===== src/rtl/assert_macros.svh =====
// Assertion helpers shared by the queue RTL.
`ifndef ASSERT_MACROS_SVH
`define ASSERT_MACROS_SVH

// Check a condition at every clock edge outside reset.
`define LTQ_ASSERT(lbl, clk, rst, cond) \
  lbl: assert property (@(posedge clk) disable iff (rst) (cond)) \
    else $error("assertion failed");

// Check that a trigger implies a condition in the same cycle.
`define LTQ_ASSERT_IMPL(lbl, clk, rst, trig, cond) \
  lbl: assert property (@(posedge clk) disable iff (rst) (trig) |-> (cond)) \
    else $error("assertion failed");

`endif


===== src/rtl/ltq_cmd_fifo.sv =====
`timescale 1ns / 1ps
// ---------------------------------------------------------------------------
// ltq_cmd_fifo
// Four-entry command queue between classification and heap engine.
// ---------------------------------------------------------------------------
`include "assert_macros.svh"

module ltq_cmd_fifo #(
  parameter int WIDTH = 8
) (
  input  logic             clk,
  input  logic             rst,
  input  logic             push,
  input  logic [WIDTH-1:0] push_data,
  output logic             full,
  input  logic             pop,
  output logic             not_empty,
  output logic [WIDTH-1:0] pop_data
);

  localparam int DEPTH = 4;
  localparam int PW    = $clog2(DEPTH);

  logic [WIDTH-1:0] slots [DEPTH];
  logic [PW-1:0]    wr_ptr;
  logic [PW-1:0]    rd_ptr;
  logic [PW:0]      count;

  assign full      = (count == (PW+1)'(DEPTH));
  assign not_empty = (count != '0);
  assign pop_data  = slots[rd_ptr];

  always_ff @(posedge clk) begin
    if (push) begin
      slots[wr_ptr] <= push_data;
    end
  end

  always_ff @(posedge clk) begin
    if (rst) begin
      wr_ptr <= '0;
      rd_ptr <= '0;
      count  <= '0;
    end else begin
      if (push) begin
        wr_ptr <= wr_ptr + 1'b1;
      end
      if (pop) begin
        rd_ptr <= rd_ptr + 1'b1;
      end
      if (push && !pop) begin
        count <= count + 1'b1;
      end else if (pop && !push) begin
        count <= count - 1'b1;
      end
    end
  end

  `LTQ_ASSERT_IMPL(a_no_overflow, clk, rst, push, !full)
  `LTQ_ASSERT_IMPL(a_no_underflow, clk, rst, pop, not_empty)
  `LTQ_ASSERT(a_count_bound, clk, rst, count <= (PW+1)'(DEPTH))

endmodule


===== config.mk =====
export PLATFORM = sky130hd
export DESIGN_NAME = ltq_cmd_fifo
export DESIGN_NICKNAME = d
export VERILOG_FILES = /design/src/rtl/ltq_cmd_fifo.sv
export VERILOG_INCLUDE_DIRS = /design/src /design/src/rtl
export SDC_FILE = /design/constraint.sdc
export NUM_CORES = 1
export LEC_CHECK = 0
export ABC_AREA = 1
export ABC_CLOCK_PERIOD_IN_PS = 1200
export BUFFER_PORTS_ARGS = -buffer_cell sky130_fd_sc_hd__buf_2
export CAP_MARGIN = 10
export CELL_PAD_IN_SITES_DETAIL_PLACEMENT = 0
export CELL_PAD_IN_SITES_GLOBAL_PLACEMENT = 2
export CORE_MARGIN = 2
export CORE_UTILIZATION = 34
export DETAILED_ROUTE_END_ITERATION = 10
export PLACE_DENSITY_LB_ADDON = 0.1
export SYNTH_ARGS = -nofsm -noshare
export SYNTH_HDL_FRONTEND = slang
export SYNTH_SLANG_ARGS = --single-unit
export TNS_END_PERCENT = 5

===== constraint.sdc =====
create_clock -name clk -period 1.2 [get_ports clk]
set_input_delay 0.12 -clock clk [delete_from_list [all_inputs] [get_ports clk]]
set_output_delay 0.12 -clock clk [all_outputs]
set_load 0.02 [all_outputs]

=== Word-level counts from Yosys, hierarchy flattened ===
Memory sizes are Yosys's and may differ from the RTL's. A register that Yosys moved wholly into a read port is not among the register bits.
Index checks and enable logic that the tools add are counted.

* $add $sub $neg: 4
* Equality and inequality tests: 1
* Reduce and logical (&&, ||, !) cells: 6
* Multiplexer cells: 6

{| class="wikitable"
|+ Operators by type and width
! kind !! number
|-
| 3-bit 2-to-1 mux || 2
|-
| 2-bit by 1-bit adder with 2-bit output, second input constant || 2
|-
| 2-bit 2-to-1 mux || 2
|-
| 3-bit by 1-bit adder with 3-bit output, second input constant || 1
|-
| 3-bit == test, second input constant || 1
|-
| 3-bit nonzero test || 1
|-
| 3-bit by 1-bit subtractor with 3-bit output, second input constant || 1
|-
| 1-bit logical AND || 2
|-
| 1-bit logical NOT || 2
|-
| 1-bit 2-to-1 mux || 2
|-
| 2-bit nonzero test || 1
|}

* Memories kept: 1
* Register bits: 7
* Bits in writable memories: 32
* Output and inout port bits: 10

{| class="wikitable"
|+ Memory list
! name !! words !! bits a word !! read ports !! clocked after Yosys merged registers in !! write ports !! line !! text
|-
| slots || 4 || 8 || 1 || 1 || 1 || ltq_cmd_fifo.sv:24 || <nowiki>logic [WIDTH-1:0] slots [DEPTH];</nowiki>
|}

=== Logic depth before layout (Yosys ltp) ===
Gate-level depths: netlist of run 1.

* Word-level depth: 4
* Mapped depth: 10

=== Worst setup path after synthesis of run 1 ===
OpenSTA, ideal clock, no wires.

* Path type: reg2reg
* Start point: reg count[0]
* End point: reg count[2]
* Required time: 1.090 ns
* Stages on the path, launching flop included: 8
* Slack: 0.038 ns
* Data arrival time: 1.052 ns
* Setup time: 0.110 ns
* Path through: dfxtp_1 fa_1 inv_1 nand2_1 nand3_1 nand2_1 inv_1 nor2_1

* Cells in the longest elaborated chain, start to end: 3
* Elaborated cells on any way between the ends: 4
* Classes of those cells: add/sub: 2; mux: 2

{| class="wikitable"
|+ RTL lines
! element !! line !! text
|-
| start: declaration || ltq_cmd_fifo.sv:27 || <nowiki>logic [PW:0] count;</nowiki>
|-
| start signal: assignment || ltq_cmd_fifo.sv:52 || <nowiki>count <= count + 1'b1;</nowiki>
|-
| start signal: assignment || ltq_cmd_fifo.sv:54 || <nowiki>count <= count - 1'b1;</nowiki>
|-
| 3-bit by 1-bit subtractor with 3-bit output || ltq_cmd_fifo.sv:54 ||
|-
| 3-bit 2-to-1 mux || ltq_cmd_fifo.sv:53 || <nowiki>end else if (pop && !push) begin</nowiki>
|-
| 3-bit 2-to-1 mux (*) || ltq_cmd_fifo.sv:51 || <nowiki>if (push && !pop) begin</nowiki>
|}

Mark *: on every way between the ends. The rest lies on a longest branch, timed or not. The select of a mux whose other input is x is not followed.
A chain may end at the register's enable or synchronous reset.

==> impl_results.md, run 1 <==
- Fraction of layout cells with a size suffix above 1: 39.23%
- Synth Warn #: 0
- Dpl cells: 225
- Row cnt: 25
- Number of synthesized register bits: 41
- Clock Latency Late Sink: 0.29 ns
- Root buf cell: clkbuf_8
- Part of the power in registers: 53.2%
- Layout Cells excl Fill: 235
- ANT nets after route: 0
- Sequential-to-total area share from yosys stat: 69.41%
- Filler cell count: 426
- Net Switching: 0.7640 mW
- Max Slew Vio Count: 0
- P_int: 2.336 mW
- CP Capture Point: pop_data[5]
- Area of the multi-input gates: 471.7 um^2
- Synthesized area: 1644 um^2
- Worst VDD drop: 0.0004915 V
- Sw frac: 24.65%
- Antenna diode count: 0
- Highest clock rate: 0.7445 GHz
- Critical setup path kind: flip-flop to output pin
- Power density over cell area: 1405 nW/um^2
- Total die area: 5407 um^2
- Ys async rst share: 0%
- Synth Net Count: 153
- Outcome: finished with violations
- Reg area: 1150 um^2
- RSZ-0062 raised after global routing: true
- PortBufs: 21
- Clock network fraction of total power: 29.1%
- Failing checks: setup timing
- # DRC: 0
- Die Width: 73.54 um
- EDFF count, synth: 32
- Pin count of the biggest net entering global routing: 13
- Die H: 73.54 um
- Max-capacitance violation count: 0
- Cell variety after synth: 19
- Setup crit start kind: flip-flop
- GP Congestion: 0.7174
- Area grow syn2layout: 34.17%
- Final Hold Vio Count: 0
- Vias: 1,072
- DR vias/cell: 4.562
- CTS buffer count: 5
- Period minus WS final: 1.343 ns
- Syn avg cell area: 12.18 um^2
- Clock slew at reported path FFs: 0.07 ns
- Remaining Overflow, GRT: 0
- # clock sinks: 41
- All-Layer GR Usage: 12.21%
- CTS tree: done
- First-pass DRT Iterations: 3
- Cell leakage power: 0.8958 nW
- Worst hold slack: 0.04300 ns
- Hold/Removal Path Class: primary input to flip-flop
- Worst reg2reg setup slack: 0.07 ns
- Mapped Cells: 135
- Max-Slew Margin vs Limit: 85.53%
- CTS max path bufs: 2
- Initial antenna violation count: 0
- Post-DP HPWL: 2098 um
- Number of I/O pins: 22
- Worst-path fanout max: 6
- Worst r2r src: count[0]$_SDFFE_PP0P_
- Vias in the first global route: 1,040
- Core Area: 4692 um^2
- RR Endpoint: count[2]$_SDFFE_PP0P_
- First-pass GRT wire length: 4664 um
- Initial core utilization: 35.04%
- Critical Path End Type: output pin
- Post-DR wirelength/cell: 12.89 um
- Final WL: 3030 um
- Tcrit/Tclk final: 111.9%
- CTS H-tree depth: 2
- Clock skew: 0.004315 ns
- Layout Nets: 198
- Worst slew pin tran: 0.2148 ns
- Main synth FF type: edfxtp_1
- Worst Path Arrival: 1.22 ns
- Gate power share: 17.7%
- Starting DRC count in detailed routing: 53
- Final worst slack: -0.1432 ns
- Final setup fails: 8
- Dpl ws: -0.1190 ns
- Reg2Reg Depth: 7
- CP Data Required Time: 1.08 ns
## registers in the layout (all words and copies together), names as in the netlist, named ones only
name / flops
count: 3
slots: 32
wr_ptr: 2
rd_ptr: 2
## cell usage after synthesis (2+ instances only)
master / instances / area share [%]
a21oi_1: 3 / 0.91
buf_6: 2 / 1.4
dfxtp_1: 9 / 11
edfxtp_1: 32 / 58
ha_1: 5 / 3.8
inv_1: 16 / 3.7
nand2_1: 10 / 2.3
nor2_1: 20 / 4.6
nor2_2: 3 / 1.1
o21ai_0: 17 / 5.2
o21ai_1: 2 / 0.61
o21ai_2: 2 / 1.1
o22ai_1: 8 / 3.0
## worst max-delay path, cell delays in order, from the launching register on
cell,delay [ns]
dfxtp_4,0.37
inv_6,0.08
buf_6,0.13
nor2_1,0.04
o22ai_1,0.15
buf_4,0.16
## worst min-delay path by stage
| stage | startpoint | end | cells after the start |
|---|---|---|---|
| floorplan | rst | count[0]$_SDFFE_PP0P_ | 1 |
| global placement | rst | count[0]$_SDFFE_PP0P_ | 2 |
| detailed placement | rst | count[0]$_SDFFE_PP0P_ | 2 |
| CTS | push_data[3] | slots[2][3]$_DFFE_PP_ | 1 |
| global route | push_data[1] | slots[0][1]$_DFFE_PP_ | 1 |
| finish | push_data[1] | slots[2][1]$_DFFE_PP_ | 1 |
## area by class of cell
cell class,instances,area share (%)
clock buffer,8,4.084
inverter,17,3.120
multi-input combinational,75,21.38
sequential,41,52.13
tap,54,3.063
timing repair buffer,40,16.22
## power by group through the flow
stage | Sequential [mW] | Combinational (mW) | Clock (mW)
2_1_floorplan | 1.67 | 0.259 | 0
3_3_place_gp | 1.67 | 0.469 | 0
6_report | 1.65 | 0.548 | 0.902
3_5_place_dp | 1.67 | 0.480 | 0
4_1_cts | 1.64 | 0.526 | 0.941
5_1_grt | 1.66 | 0.606 | 0.986
## what timing repair did
item                       4_1_cts  5_1_grt
hold endpoints to repair         1        0
hold buffers                     1        0
buffers inserted                 0        1
pin swaps                        9        3
setup endpoints to repair        9       27
gates resized for setup         31       19
## placed cells by master (no fill, tap or decap), drive strengths merged, types with 3 or more instances in the layout
cell type	netlist	final
buf	2	39
edfxtp	32	32
nor2	23	23
o21ai	21	21
inv	17	17
nand2	10	10
dfxtp	9	9
o22ai	8	8
clkbuf	0	8
ha	5	5
a21oi	3	3
## per-layer routing
layer  wire (um)  vias up  GRT usage, %
met1        1243      491         13.24
met3          92        7         3.155
met5           0        -             0
met2        1617       17         20.93
met4          77        0         7.879
li1            -      557             -
## metrics by stage
step	power, mW	cell area [um^2]	setup TNS, ns	util, %
final	3.100	2206	-1.020	47.01
after global routing	3.250	2206	-1.638	47.01
after CTS	3.112	2151	-1.208	45.84
after detailed placement	2.151	1984	-0.1962	42.29
after global placement	2.139	1984	-0.1187	42.29
after floorplan	1.932	1644	0	-
## cells by family (layout without fill, tap and decap cells)
group	count (synthesis)	after routing	synth area share, %
xor+xnor	1	1	0.5328
buf+inv	19	65	5.251
compound gates	32	32	10.81
flops	41	41	69.41
simple gates	36	36	8.980
fa+ha+maj	6	6	5.023
Power figures use the tool's default switching activity.
==> inputs of run 2 (changes only) <==
--- a/config.mk
+++ b/config.mk
@@ -16,6 +16,7 @@
 export CORE_UTILIZATION = 34
 export DETAILED_ROUTE_END_ITERATION = 10
 export PLACE_DENSITY_LB_ADDON = 0.1
+export RECOVER_POWER = 50
 export SYNTH_ARGS = -nofsm -noshare
 export SYNTH_HDL_FRONTEND = slang
 export SYNTH_SLANG_ARGS = --single-unit
==> run 2 against run 1 <==
The run still ends with setup timing left. Final area down 0.57%. Final cell count unchanged. Fmax about the same. Count of clock-buffer cells in the layout stayed put. Routed wire length is 0.30% lower. Register-to-register slack about the same. Hold slack gained 0.041 ns. Setup slack better by 0.00070 ns. Sequential power hardly changed. Non-clock buffer count did not move. Critical path depth did not move.
==> impl_results.md, run 2 (synthesized netlist as in run 1, its figures left out) <==
- Total die area: 5407 um^2 (unchanged)
- Starting DRC count in detailed routing: 55 (was 53)
- Commonest non-fill, non-tap cell in the layout: edfxtp_1 (unchanged)
- Max-capacitance violation count: 0 (unchanged)
- Die Width: 73.54 um (unchanged)
- RSZ-0062 raised after global routing: true (unchanged)
- Max FFs per register: 32 (unchanged)
- Hold/Removal Path Class: primary input to flip-flop (unchanged)
- Worst Path Arrival: 1.22 ns (about the same)
- # clock sinks: 41 (unchanged)
- Part of the power in registers: 53.3% (was 53.2%)
- P_int: 2.330 mW (was 2.336 mW)
- Filler cell count: 431 (was 426)
- Number of I/O pins: 22 (unchanged)
- Tcrit/Tclk final: 111.9% (about the same)
- Power density over cell area: 1410 nW/um^2 (was 1405 nW/um^2)
- Worst-path fanout max: 6 (unchanged)
- Biggest regs: slots (32), count (3) (unchanged)
- Post-DR wirelength/cell: 12.86 um (was 12.89 um)
- Critical Path End Type: output pin (unchanged)
- Outcome: finished with violations (unchanged)
- Die H: 73.54 um (unchanged)
- Top reg by flops: slots (unchanged)
- Critical setup path kind: flip-flop to output pin (unchanged)
- Post-DP HPWL: 2098 um (unchanged)
- CTS buffer count: 5 (unchanged)
- Net Switching: 0.7626 mW (was 0.7640 mW)
- CTS max path bufs: 2 (unchanged)
- Area grow syn2layout: 33.41% (was 34.17%)
- Antenna diode count: 0 (unchanged)
- Final WL: 3021 um (was 3030 um)
- All-Layer GR Usage: 12.21% (unchanged)
- Final worst slack: -0.1425 ns (was -0.1432 ns)
- Dpl cells: 225 (unchanged)
- Root buf cell: clkbuf_8 (unchanged)
- Layout Nets: 198 (unchanged)
- First-pass GRT wire length: 4664 um (unchanged)
- Sum Neg Setup Slack: -1.017 ns (was -1.020 ns)
- Initial antenna violation count: 0 (unchanged)
- Gate power share: 17.6% (was 17.7%)
- Clock skew: 0.004534 ns (was 0.004315 ns)
- Max-Slew Margin vs Limit: 85.53% (unchanged)
- Clock slew at reported path FFs: 0.07 ns (about the same)
- Sw frac: 24.66% (was 24.65%)
- Core Area: 4692 um^2 (unchanged)
- First-pass DRT Iterations: 3 (unchanged)
- Highest clock rate: 0.7449 GHz (was 0.7445 GHz)
- Layout Cells excl Fill: 235 (unchanged)
- CTS tree: done (unchanged)
- Clock Latency Late Sink: 0.29 ns (about the same)
- Clock network fraction of total power: 29.1% (about the same)
- CP Data Required Time: 1.08 ns (about the same)
- # DRC: 0 (unchanged)
- Commonest cells after routing, fill and taps aside: 32 x edfxtp_1, 17 x nor2_1, 17 x buf_4, 14 x inv_1, 11 x clkbuf_1 (was 32 x edfxtp_1, 17 x nor2_1, 17 x buf_4, 14 x inv_1, 12 x buf_2)
- Pin count of the biggest net entering global routing: 13 (unchanged)
- Max Slew Vio Count: 0 (unchanged)
- Failing checks: setup timing (unchanged)
- Worst VDD drop: 0.0004904 V (was 0.0004915 V)
- Remaining Overflow, GRT: 0 (unchanged)
- Fraction of layout cells with a size suffix above 1: 33.70% (was 39.23%)
- Initial core utilization: 35.04% (unchanged)
- ANT nets after route: 0 (unchanged)
- Row cnt: 25 (unchanged)
- PortBufs: 21 (unchanged)
- Vias: 1,073 (was 1,072)
- Setup crit start kind: flip-flop (unchanged)
- Vias in the first global route: 1,040 (unchanged)
- Final Hold Vio Count: 0 (unchanged)
- Worst slew pin tran: 0.2148 ns (unchanged)
- DR vias/cell: 4.566 (was 4.562)
- Period minus WS final: 1.343 ns (about the same)
- Final setup fails: 8 (unchanged)
- Cell leakage power: 0.8707 nW (was 0.8958 nW)
- GP Congestion: 0.7174 (unchanged)
- CTS H-tree depth: 2 (unchanged)
-- run 2: cell types whose count changed in the layout (fill, tap and decap cells not counted), sizes merged --
cell,delta
clkbuf,+9
buf,-9
-- run 2: what timing repair did --
action / CTS / global route
hold endpoints to repair: 1 / 0
pin swaps: 9 / 3
setup endpoints to repair: 9 / 27
hold buffers: 1 / 0
setup buffers: 0 / 1
resized for setup: 31 / 19
-- run 2: layout make-up --
cell class | count | area (um^2) | area share, %
flip-flops and latches | 41 | 1149 | 52.37
multi-input cells | 75 | 471.7 | 21.51
repair buffers | 40 | 346.6 | 15.80
clock buffers | 8 | 90.09 | 4.107
inverters | 17 | 68.82 | 3.137
well taps | 54 | 67.56 | 3.080
-- run 2: layer usage --
layer | up-vias | track usage, % | part of all wire [%]
met3 | 7 | 3.155 | 2.9
li1 | 557 | - | -
met4 | 0 | 7.879 | 2.7
met5 | - | 0 | 0
met1 | 492 | 13.24 | 41
met2 | 17 | 20.93 | 53
-- run 2: worst paths after layout --
kind | from | to | slack [ns] | depth (start not counted)
setup / recovery | flip-flop | pop_data[5] | -0.14 | 5
hold / removal | push_data[1] | slots[2][1]$_DFFE_PP_ | 0.08 | 1
setup reg to reg | count[0]$_SDFFE_PP0P_ | count[2]$_SDFFE_PP0P_ | 0.06 | 7
hold reg to reg | rd_ptr[1]$_SDFFE_PP0P_ | flip-flop | 0.44 | 1
-- run 2: critical path: stages, from the launching register on --
cell	delay, ns
dfxtp_4	0.37
inv_6	0.08
buf_6	0.13
nor2_1	0.04
o22ai_1	0.15
buf_4	0.16
-- run 2: stage by stage --
stage / utilization [%] / power (mW) / worst slack, ns / hold slack [ns] / cell area (um^2)
2_1_floorplan: - / 1.932 / 0.03826 / 0.1924 / 1644
3_5_place_dp: 42.29 / 2.151 / -0.1190 / 0.2963 / 1984
3_3_place_gp: 42.29 / 2.139 / -0.07466 / 0.2925 / 1984
5_1_grt: 46.75 / 3.245 / -0.2086 / 0.09081 / 2193
4_1_cts: 45.84 / 3.112 / -0.1585 / 0.03425 / 2151
6_report: 46.75 / 3.093 / -0.1425 / 0.08389 / 2193
-- run 2: power by group through the flow --
stage                     sequential [mW]  combinational, mW  clock (mW)
after floorplan                      1.67              0.259           0
final                                1.65              0.544       0.901
after global routing                 1.66              0.602       0.986
after global placement               1.67              0.469           0
after detailed placement             1.67              0.480           0
after CTS                            1.64              0.526       0.941
