==> config.mk <==
export PLATFORM = sky130hd
export DESIGN_NAME = ltq_front_flat
export DESIGN_NICKNAME = d
export VERILOG_FILES = /design/src/rtl/ltq_pkg.sv /design/src/rtl/ltq_if.sv /design/src/rtl/ltq_front.sv /design/src/flat_wrapper.sv
export VERILOG_INCLUDE_DIRS = /design/src /design/src/rtl
export SDC_FILE = /design/constraint.sdc
export NUM_CORES = 1
export LEC_CHECK = 0
export BUFFER_PORTS_ARGS = -buffer_cell sky130_fd_sc_hd__buf_2
export CORE_MARGIN = 2
export CORE_UTILIZATION = 58
export CTS_CLUSTER_SIZE = 12
export DETAILED_ROUTE_END_ITERATION = 10
export PLACE_DENSITY = 0.87
export RECOVER_POWER = 100
export REMOVE_ABC_BUFFERS = 1
export SLEW_MARGIN = 0
export SYNTH_ARGS = -nofsm -noshare
export SYNTH_HDL_FRONTEND = slang
export SYNTH_SLANG_ARGS = --single-unit
==> constraint.sdc <==
create_clock -name clk -period 10.22 [get_ports clk]
set_input_delay 2.044 -clock clk [delete_from_list [all_inputs] [get_ports clk]]
set_output_delay 2.044 -clock clk [all_outputs]
set_load 0.02 [all_outputs]
==> src/rtl/assert_macros.svh <==
// Assertion helpers shared by the queue RTL.
`ifndef ASSERT_MACROS_SVH
`define ASSERT_MACROS_SVH

// Check a condition at every clock edge outside reset.
`define LTQ_ASSERT(lbl, clk, rst, cond) \
  lbl: assert property (@(posedge clk) disable iff (rst) (cond)) \
    else $error("assertion failed");

// Check that a trigger implies a condition in the same cycle.
`define LTQ_ASSERT_IMPL(lbl, clk, rst, trig, cond) \
  lbl: assert property (@(posedge clk) disable iff (rst) (trig) |-> (cond)) \
    else $error("assertion failed");

`endif

==> src/rtl/ltq_pkg.sv <==
`timescale 1ns / 1ps
// ---------------------------------------------------------------------------
// ltq_pkg
// Shared types, codes and the ordering function of the lossy packet queue.
// ---------------------------------------------------------------------------
package ltq_pkg;

  localparam int TIME_BITS  = 64;
  localparam int SEQ_BITS   = 32;
  localparam int RAND_BITS  = 32;
  localparam int LIMIT_BITS = 11;
  localparam int CFG_BITS   = 32;
  localparam int CFG_IDX_BITS = 3;
  localparam int STATUS_BITS  = 3;
  localparam logic [LIMIT_BITS-1:0] DEFAULT_LIMIT = 11'd1000;

  localparam logic [STATUS_BITS-1:0] ST_QUEUED   = 3'd0;
  localparam logic [STATUS_BITS-1:0] ST_LOST     = 3'd1;
  localparam logic [STATUS_BITS-1:0] ST_FULL     = 3'd2;
  localparam logic [STATUS_BITS-1:0] ST_DEQUEUED = 3'd3;
  localparam logic [STATUS_BITS-1:0] ST_EMPTY    = 3'd4;

  localparam logic [CFG_IDX_BITS-1:0] CFG_MOVE_TO_BAD  = 3'd0;
  localparam logic [CFG_IDX_BITS-1:0] CFG_MOVE_TO_GOOD = 3'd1;
  localparam logic [CFG_IDX_BITS-1:0] CFG_KEEP_BAD     = 3'd2;
  localparam logic [CFG_IDX_BITS-1:0] CFG_LOSS_GOOD    = 3'd3;
  localparam logic [CFG_IDX_BITS-1:0] CFG_QUEUE_LIMIT  = 3'd4;

  localparam logic FUNC_ENQUEUE = 1'b0;

  typedef enum logic [1:0] {
    OP_REPORT,
    OP_INSERT,
    OP_REMOVE
  } op_t;

  typedef struct packed {
    op_t                    op;
    logic [STATUS_BITS-1:0] status;
  } cmd_ctl_t;

  typedef enum logic [3:0] {
    B_IDLE,
    B_INS,
    B_UP,
    B_UP_CMP,
    B_RM_ROOT,
    B_RM_LAST,
    B_RM_TAKE,
    B_DN_L,
    B_DN_R,
    B_DN_CMP,
    B_OUT
  } back_state_t;

  // Earlier timestamp first; equal timestamps by arrival sequence (wrapping).
  function automatic logic key_less(input logic [TIME_BITS-1:0] ta,
                                    input logic [SEQ_BITS-1:0]  sa,
                                    input logic [TIME_BITS-1:0] tb,
                                    input logic [SEQ_BITS-1:0]  sb);
    logic [SEQ_BITS-1:0] diff;
    diff = sa - sb;
    return (ta < tb) || ((ta == tb) && diff[SEQ_BITS-1]);
  endfunction

endpackage

==> src/rtl/ltq_if.sv <==
`timescale 1ns / 1ps
// ---------------------------------------------------------------------------
// ltq_in_if / ltq_out_if
// Valid/ready channels carrying queue requests and queue results.
// ---------------------------------------------------------------------------
interface ltq_in_if #(
  parameter int HANDLE_BITS = 16
) ();
  logic                             valid;
  logic                             ready;
  logic                             func;
  logic [HANDLE_BITS-1:0]           packet_handle;
  logic [ltq_pkg::TIME_BITS-1:0]    arrival_time;
  logic [ltq_pkg::RAND_BITS-1:0]    rand_move;
  logic [ltq_pkg::RAND_BITS-1:0]    rand_loss;

  modport source (output valid, func, packet_handle, arrival_time, rand_move, rand_loss,
                  input ready);
  modport sink (input valid, func, packet_handle, arrival_time, rand_move, rand_loss,
                output ready);
endinterface


==> src/rtl/ltq_front.sv <==
`timescale 1ns / 1ps
// ---------------------------------------------------------------------------
// ltq_front
// Configuration, loss model and admission; classifies each request.
// ---------------------------------------------------------------------------
`include "assert_macros.svh"

module ltq_front #(
  parameter int QUEUE_DEPTH = 1024,
  parameter int HANDLE_BITS = 16
) (
  input  logic                                clk,
  input  logic                                rst,
  input  logic                                cfg_we,
  input  logic [ltq_pkg::CFG_IDX_BITS-1:0]    cfg_index,
  input  logic [ltq_pkg::CFG_BITS-1:0]        cfg_data,
  ltq_in_if.sink                              in_ch,
  input  logic                                fifo_full,
  output logic                                push,
  output ltq_pkg::cmd_ctl_t                   push_ctl,
  output logic [HANDLE_BITS-1:0]              push_handle,
  output logic [ltq_pkg::TIME_BITS-1:0]       push_time,
  output logic [ltq_pkg::SEQ_BITS-1:0]        push_seq
);

  localparam int OW = $clog2(QUEUE_DEPTH + 1);
  localparam int CW = (OW > ltq_pkg::LIMIT_BITS) ? OW : ltq_pkg::LIMIT_BITS;

  logic [ltq_pkg::RAND_BITS-1:0]  move_to_bad;
  logic [ltq_pkg::RAND_BITS-1:0]  move_to_good;
  logic [ltq_pkg::RAND_BITS-1:0]  keep_bad;
  logic [ltq_pkg::RAND_BITS-1:0]  loss_good;
  logic [ltq_pkg::LIMIT_BITS-1:0] queue_limit;
  logic                           channel_bad;
  logic [OW-1:0]                  occupancy;
  logic [ltq_pkg::SEQ_BITS-1:0]   arrival_sequence;

  logic          accept;
  logic          lost;
  logic          move;
  logic [CW-1:0] cap;
  logic          is_full;

  assign in_ch.ready = !fifo_full;
  assign accept      = in_ch.valid && !fifo_full;

  always_comb begin
    if (CW'(queue_limit) > CW'(QUEUE_DEPTH)) begin
      cap = CW'(QUEUE_DEPTH);
    end else begin
      cap = CW'(queue_limit);
    end
    is_full = (CW'(occupancy) >= cap);
    if (!channel_bad) begin
      lost = (in_ch.rand_loss < loss_good);
      move = (in_ch.rand_move < move_to_bad);
    end else begin
      lost = (in_ch.rand_loss > keep_bad);
      move = (in_ch.rand_move < move_to_good);
    end
  end

  always_comb begin
    push_ctl.op     = ltq_pkg::OP_REPORT;
    push_ctl.status = ltq_pkg::ST_EMPTY;
    if (in_ch.func == ltq_pkg::FUNC_ENQUEUE) begin
      if (lost) begin
        push_ctl.status = ltq_pkg::ST_LOST;
      end else if (is_full) begin
        push_ctl.status = ltq_pkg::ST_FULL;
      end else begin
        push_ctl.op     = ltq_pkg::OP_INSERT;
        push_ctl.status = ltq_pkg::ST_QUEUED;
      end
    end else if (occupancy != '0) begin
      push_ctl.op     = ltq_pkg::OP_REMOVE;
      push_ctl.status = ltq_pkg::ST_DEQUEUED;
    end
  end

  assign push        = accept;
  assign push_handle = in_ch.packet_handle;
  assign push_time   = in_ch.arrival_time;
  assign push_seq    = arrival_sequence;

  always_ff @(posedge clk) begin
    if (rst) begin
      move_to_bad      <= '0;
      move_to_good     <= '0;
      keep_bad         <= '0;
      loss_good        <= '0;
      queue_limit      <= ltq_pkg::DEFAULT_LIMIT;
      channel_bad      <= 1'b0;
      occupancy        <= '0;
      arrival_sequence <= '0;
    end else begin
      if (cfg_we) begin
        case (cfg_index)
          ltq_pkg::CFG_MOVE_TO_BAD:  move_to_bad  <= cfg_data;
          ltq_pkg::CFG_MOVE_TO_GOOD: move_to_good <= cfg_data;
          ltq_pkg::CFG_KEEP_BAD:     keep_bad     <= cfg_data;
          ltq_pkg::CFG_LOSS_GOOD:    loss_good    <= cfg_data;
          ltq_pkg::CFG_QUEUE_LIMIT:  queue_limit  <= cfg_data[ltq_pkg::LIMIT_BITS-1:0];
          default: ;
        endcase
      end
      if (accept) begin
        if (in_ch.func == ltq_pkg::FUNC_ENQUEUE && move) begin
          channel_bad <= !channel_bad;
        end
        if (push_ctl.op == ltq_pkg::OP_INSERT) begin
          occupancy        <= occupancy + 1'b1;
          arrival_sequence <= arrival_sequence + 1'b1;
        end else if (push_ctl.op == ltq_pkg::OP_REMOVE) begin
          occupancy <= occupancy - 1'b1;
        end
      end
    end
  end

  `LTQ_ASSERT(a_occ_bound, clk, rst, occupancy <= OW'(QUEUE_DEPTH))
  `LTQ_ASSERT_IMPL(a_no_empty_remove, clk, rst,
                   push && push_ctl.op == ltq_pkg::OP_REMOVE, occupancy != '0)

endmodule

==> src/flat_wrapper.sv <==
// flat-port wrapper written by rule: the top's interface ports become plain ports
module ltq_front_flat 
#(
  parameter int QUEUE_DEPTH = 1024,
  parameter int HANDLE_BITS = 16
)
  (clk, rst, cfg_we, cfg_index, cfg_data, fifo_full, push, push_ctl, push_handle, push_time, push_seq, in_ch_valid, in_ch_func, in_ch_packet_handle, in_ch_arrival_time, in_ch_rand_move, in_ch_rand_loss, in_ch_ready);
  ltq_in_if #(.HANDLE_BITS(HANDLE_BITS)) in_ch_i ();
  input  logic clk;
  input  logic rst;
  input  logic cfg_we;
  input  logic [ltq_pkg::CFG_IDX_BITS-1:0] cfg_index;
  input  logic [ltq_pkg::CFG_BITS-1:0] cfg_data;
  input  logic fifo_full;
  output logic push;
  output ltq_pkg::cmd_ctl_t push_ctl;
  output logic [HANDLE_BITS-1:0] push_handle;
  output logic [ltq_pkg::TIME_BITS-1:0] push_time;
  output logic [ltq_pkg::SEQ_BITS-1:0] push_seq;
  input wire logic [$bits(in_ch_i.valid)-1:0] in_ch_valid;
  input wire logic [$bits(in_ch_i.func)-1:0] in_ch_func;
  input wire logic [$bits(in_ch_i.packet_handle)-1:0] in_ch_packet_handle;
  input wire logic [$bits(in_ch_i.arrival_time)-1:0] in_ch_arrival_time;
  input wire logic [$bits(in_ch_i.rand_move)-1:0] in_ch_rand_move;
  input wire logic [$bits(in_ch_i.rand_loss)-1:0] in_ch_rand_loss;
  output wire logic [$bits(in_ch_i.ready)-1:0] in_ch_ready;
  assign in_ch_i.valid = in_ch_valid;
  assign in_ch_i.func = in_ch_func;
  assign in_ch_i.packet_handle = in_ch_packet_handle;
  assign in_ch_i.arrival_time = in_ch_arrival_time;
  assign in_ch_i.rand_move = in_ch_rand_move;
  assign in_ch_i.rand_loss = in_ch_rand_loss;
  assign in_ch_ready = in_ch_i.ready;
  ltq_front #(.QUEUE_DEPTH(QUEUE_DEPTH), .HANDLE_BITS(HANDLE_BITS)) u_core (.clk(clk), .rst(rst), .cfg_we(cfg_we), .cfg_index(cfg_index), .cfg_data(cfg_data), .in_ch(in_ch_i), .fifo_full(fifo_full), .push(push), .push_ctl(push_ctl), .push_handle(push_handle), .push_time(push_time), .push_seq(push_seq));
endmodule
## After elaboration in Yosys (flattened, before gate mapping)

Index checks and enable logic that the tools add are counted.

| storage, ports and cells | value |
|---|---|
| word-level logic and storage cells | 50 |
| output and inout port bits | 119 |
| flip-flop bits (word level) | 183 |
| bits of input ports | 185 |

| cells by class | value |
|---|---|
| add/subtract/negate cells | 3 |
| equal/unequal tests | 6 |
| bitwise logic cells | 1 |
| reductions and logical operators | 15 |
| order comparisons | 6 |
| mux-type cells | 11 |

Operators by type and width:

| kind | number |
|---|---|
| less-than comparator 32 bit | 3 |
| two-way mux 11 bit | 3 |
| adder 32 x 1 -> 32 bit (second input constant) | 1 |
| greater-than comparator 32 bit | 1 |
| AND reduction 2 bit | 8 |
| adder 11 x 1 -> 11 bit (second input constant) | 1 |
| >= comparator 11 bit | 1 |
| greater-than comparator 11 bit (second input constant) | 1 |
| nonzero test 11 bit | 1 |
| subtractor 11 x 1 -> 11 bit (second input constant) | 1 |
| two-way mux 5 bit | 2 |
| equality test 3 x 2 -> 1 bit (second input constant) | 2 |
| two-way mux 1 bit | 4 |
| equality test 3 x 1 -> 1 bit (second input constant) | 1 |
| equality test 3 bit (second input constant) | 1 |
| logical NOT 3 bit | 1 |
| two-way mux 3 bit | 1 |
| equality test 2 x 1 -> 1 bit (second input constant) | 1 |
| equality test 2 bit (second input constant) | 1 |
| logical AND 1 bit | 2 |
| logical NOT 1 bit | 2 |
| two-way mux 2 bit | 1 |
| nonzero test 2 bit | 1 |
| inverter 1 bit | 1 |

## Depth between registers and ports, before layout

| depth | value |
|---|---|
| depth after elaboration | 9 |
| mapped depth | 20 |
| mapped depth without buffers | 20 |

## Least setup slack after synthesis

No wires, ideal clock.

| timing path | value |
|---|---|
| kind | input to output |
| from | input in_ch_rand_loss[15] |
| to | output push_ctl[1] in the netlist's numbering |
| stages | 8 |
| slack | 4.220 ns |
| path buffers | 1 |
| required time | 8.176 ns |
| data arrival time | 3.956 ns |
| path through | ha_1 -> nand4_1 -> or4_1 -> and3_1 -> o32ai_1 -> o311a_4 -> buf_6 -> a31o_2 |

RTL lines:

| element | line | source |
|---|---|---|
| from (decl) | flat_wrapper.sv:25 | `input wire logic [$bits(in_ch_i.rand_loss)-1:0] in_ch_rand_loss;` |
| to (decl) | flat_wrapper.sv:16 | `output ltq_pkg::cmd_ctl_t push_ctl;` |

==> impl_metrics.py <==
metrics = {
    "run_status": {
        "status": "complete, but fails checks",
        "violations": "max-capacitance violations, max-slew violations",
    },
    "clocking": {
        "cts.hold.buffers_added": 0,
        "postCtsResizedCells": 0,
        "htreeDepth": 4,
        "clock-sinks": 183,
        "cts_tree": "yes",
        "clk_pin_slew_worst_paths_ns": 0.07,
        "clk_latency_ns": 0.43,
        "numCtsBuffers": 17,
        "clockBufferDepth": 2,
        "postCtsSetupBuffers": 0,
        "root_buffer": "clkbuf_16",
    },
    "synth": {
        "synth-seq-cells": 183,
        "yosysUniqueCellTypes": 67,
        "synth_top_area_share_pct": 32.5,
        "synth_area_per_cell_um2": 7.67,
        "ys.flop_type": "dfxtp_1",
        "ys_warn_count": 0,
        "yosys-top-cells-area": "dfxtp_1 (33%), ha_1 (16%), nand2_1 (11%), a21oi_1 (8.4%), buf_4 (5.5%)",
        "syn-instance-count": 1468,
        "synth_edf_count": 0,
        "synth_area_um2": 11300,
        "synth_largest_area_cell": "dfxtp_1",
        "synth_seq_area_share_pct": 32.5,
        "ys_async_sr_fraction_pct": 0,
    },
    "cells_and_area": {
        "multi_input_area_um2": 6160,
        "regArea_um2": 3660,
        "final.fill_count": 1718,
        "syn_to_final_growth_pct": 6.56,
        "nNetsFinal": 1830,
        "drive_above_1_share_pct": 9.58,
    },
    "floorplanning": {
        "ios": 304,
        "die_w_um": 143,
        "start_util_pct": 59.6,
        "die_y_um": 143,
        "dieArea_um2": 20500,
        "placeableCoreArea_um2": 18900,
        "rows": 50,
    },
    "drt": {
        "routed_wl_um": 35400,
        "vias": 10400,
        "drtPass1Iterations": 6,
        "drtIter0Drc": 870,
        "viasPerCell": 5.82,
        "wl_per_cell_um": 19.9,
        "drc": 0,
        "postRouteAntennaNets": 0,
    },
    "hold_path": {
        "hp-start": "u_core.move_to_good[1]",
        "worst_hold_path_type": "register to register",
        "hold_path_end": "u_core.move_to_good[1]",
        "min_path_cells": 2,
    },
    "critical_path": {
        "r2r_slack_ns": 4.74,
        "crit_path_top_delay_cell": "o311a_1",
        "cpPeakStageDelay_ns": 0.70,
        "timing.rr.end": "u_core.occupancy[10]",
        "cpMostUsedCell": "clkbuf_1",
        "path_max_fanout": 15,
        "crit_type": "primary input to primary output",
        "crit_path_end_kind": "primary output",
        "crit_buf_inv": 3,
        "crit_chain": "clkbuf_1, ha_1, nand4_1, or4_1, and3_1, o32ai_1, o311a_1, nand2_1, inv_1, clkbuf_1",
        "path_depth": 10,
        "worstPathRequired_ns": 8.18,
        "worstPathArrival_ns": 5.30,
        "path_delay_family": "simple AND/OR/NAND/NOR gates",
        "reg2reg_from": "u_core.keep_bad[15]",
        "worstSetupStartpointType": "primary input",
        "reg2regPathDepth": 19,
    },
    "power": {
        "p_per_area_nw_per_um2": 139,
        "p_total_mw": 1.67,
        "p_leak_nw": 4.54,
        "vdd_ir_drop_max_v": 0.000113,
    },
    "grt": {
        "overflow": 0,
        "grt_pass1_vias": 9909,
        "grt_pass1_wl_um": 53500,
        "antenna_found_initial": 5,
        "track_usage_pct": 34.5,
        "grt_start_max_net_pins": 87,
    },
    "sta": {
        "setup_viol": 0,
        "slew_viol_final": 144,
        "fin_crit_ns": 7.35,
        "rsz0062_at_grt": "false",
        "timing.final.crit_share_pct": 71.9,
        "tightestPinTransition_ns": 3.49,
        "slew_headroom_pct": -133,
        "final_hold_viol_count": 0,
        "fmax_ghz": 0.136,
        "fin_worst_skew_ns": 0.00687,
        "setup_tns_ns": 0,
    },
    "placement": {
        "port_buffers": 143,
        "place_hpwl_um": 27300,
        "gp_congestion": 0.892,
    },
    "job": {
        "cap_violations": 3,
    },
}
## cell families (layout without fill, tap and decap cells)
kind of cell    Yosys count  count (layout)  synth area share, %
compound gates          296             296                 15.5
flops                   183             183                 32.5
xor+xnor                 29              29                 2.26
other cells               0               7                    0
buf+inv                 281             327                 12.2
simple gates            531             531                 21.2
mux                       4               4                0.378
fa+ha+maj               144             144                 16.0
## per-layer routing
metal	up-vias	wire, um	global-route usage, %
li1	4929	-	-
met1	4830	13700	39.0
met2	499	15100	52.7
met3	92	5430	22.0
met4	10	856	9.80
met5	-	334	12.0
## cells in the mapped netlist (all sizes together) (4+ instances only)
cell	number
and2	5
a31oi	6
buf	88
nor3	23
nand4	24
a21oi	191
or3	9
a31o	4
dfxtp	183
nor3b	4
nand3	33
a211oi	7
a21o	22
nand2b	7
inv	142
clkbuf	50
ha	144
a21boi	4
o21ai	29
nor2b	13
nand2	327
nor4	11
xnor2	24
and3	8
xor2	5
nor2	52
and4	4
## power breakdown
part,switching (mW),internal [mW]
clock network,0.281,0.372
registers,0.0151,0.731
logic,0.166,0.104
## stage by stage
stage	setup WS [ns]	cells	utilization, %	hold WS (ns)	cell area, um^2
3_5_place_dp	3.70	1742	61.1	0.447	11500
3_3_place_gp	3.77	1742	61.1	0.442	11500
5_1_grt	2.76	1774	63.4	0.469	12000
2_1_floorplan	4.25	1330	-	0.426	10400
6_report	2.87	1781	63.5	0.454	12000
4_1_cts	3.69	1774	64.1	0.456	12100
## worst max path at each step
stage | slack [ns] | start | to
2_1_floorplan | 4.25 | in_ch_rand_loss[15] | push_ctl[3]
3_3_place_gp | 3.77 | in_ch_rand_loss[14] | push_ctl[3]
6_report | 2.87 | in_ch_rand_loss[14] | push_ctl[3]
4_1_cts | 3.69 | in_ch_rand_loss[14] | push_ctl[3]
5_1_grt | 2.76 | in_ch_rand_loss[14] | push_ctl[3]
3_5_place_dp | 3.70 | in_ch_rand_loss[14] | push_ctl[3]
## sequential cells by signal, summed over array words and instances, names as in the netlist
name	cells
u_core.queue_limit	11
u_core.move_to_good	32
u_core.loss_good	32
u_core.move_to_bad	32
u_core.occupancy	11
u_core.channel_bad	1
u_core.keep_bad	32
u_core.push_seq	32
## worst min-delay path, cell delays in order (launching register included)
cell	delay, ns
dfxtp_1	0.31
nand2_1	0.05
a21oi_1	0.05
## cell usage in the layout, fill, tap and decap left out, types with 4 or more instances in the layout
cell	n
a21o_1	22
and2_1	4
inv_1	142
nor2b_1	13
nand4_1	24
a31oi_1	6
ha_1	144
nor4_1	11
xnor2_1	24
nand2b_1	7
or3_1	9
and3_1	8
nor3_1	23
a21boi_0	4
clkbuf_16	17
clkbuf_1	49
o21ai_0	29
buf_2	100
a21oi_1	190
nand2_1	327
xor2_1	5
buf_4	4
clkinv_2	5
nor2_1	51
dfxtp_1	183
nand3_1	33
diode_2	7
and4_1	4
a31o_2	4
a211oi_1	7
## cell type report
cell class | count | area share [%]
tap | 260 | 2.71
sequential | 183 | 30.5
inverter | 143 | 4.47
multi-input combinational | 1004 | 51.4
timing repair buffer | 152 | 5.92
clock buffer | 20 | 3.81
clock inverter | 12 | 1.04
antenna | 7 | 0.146
(Power assumes the default switching activity.)
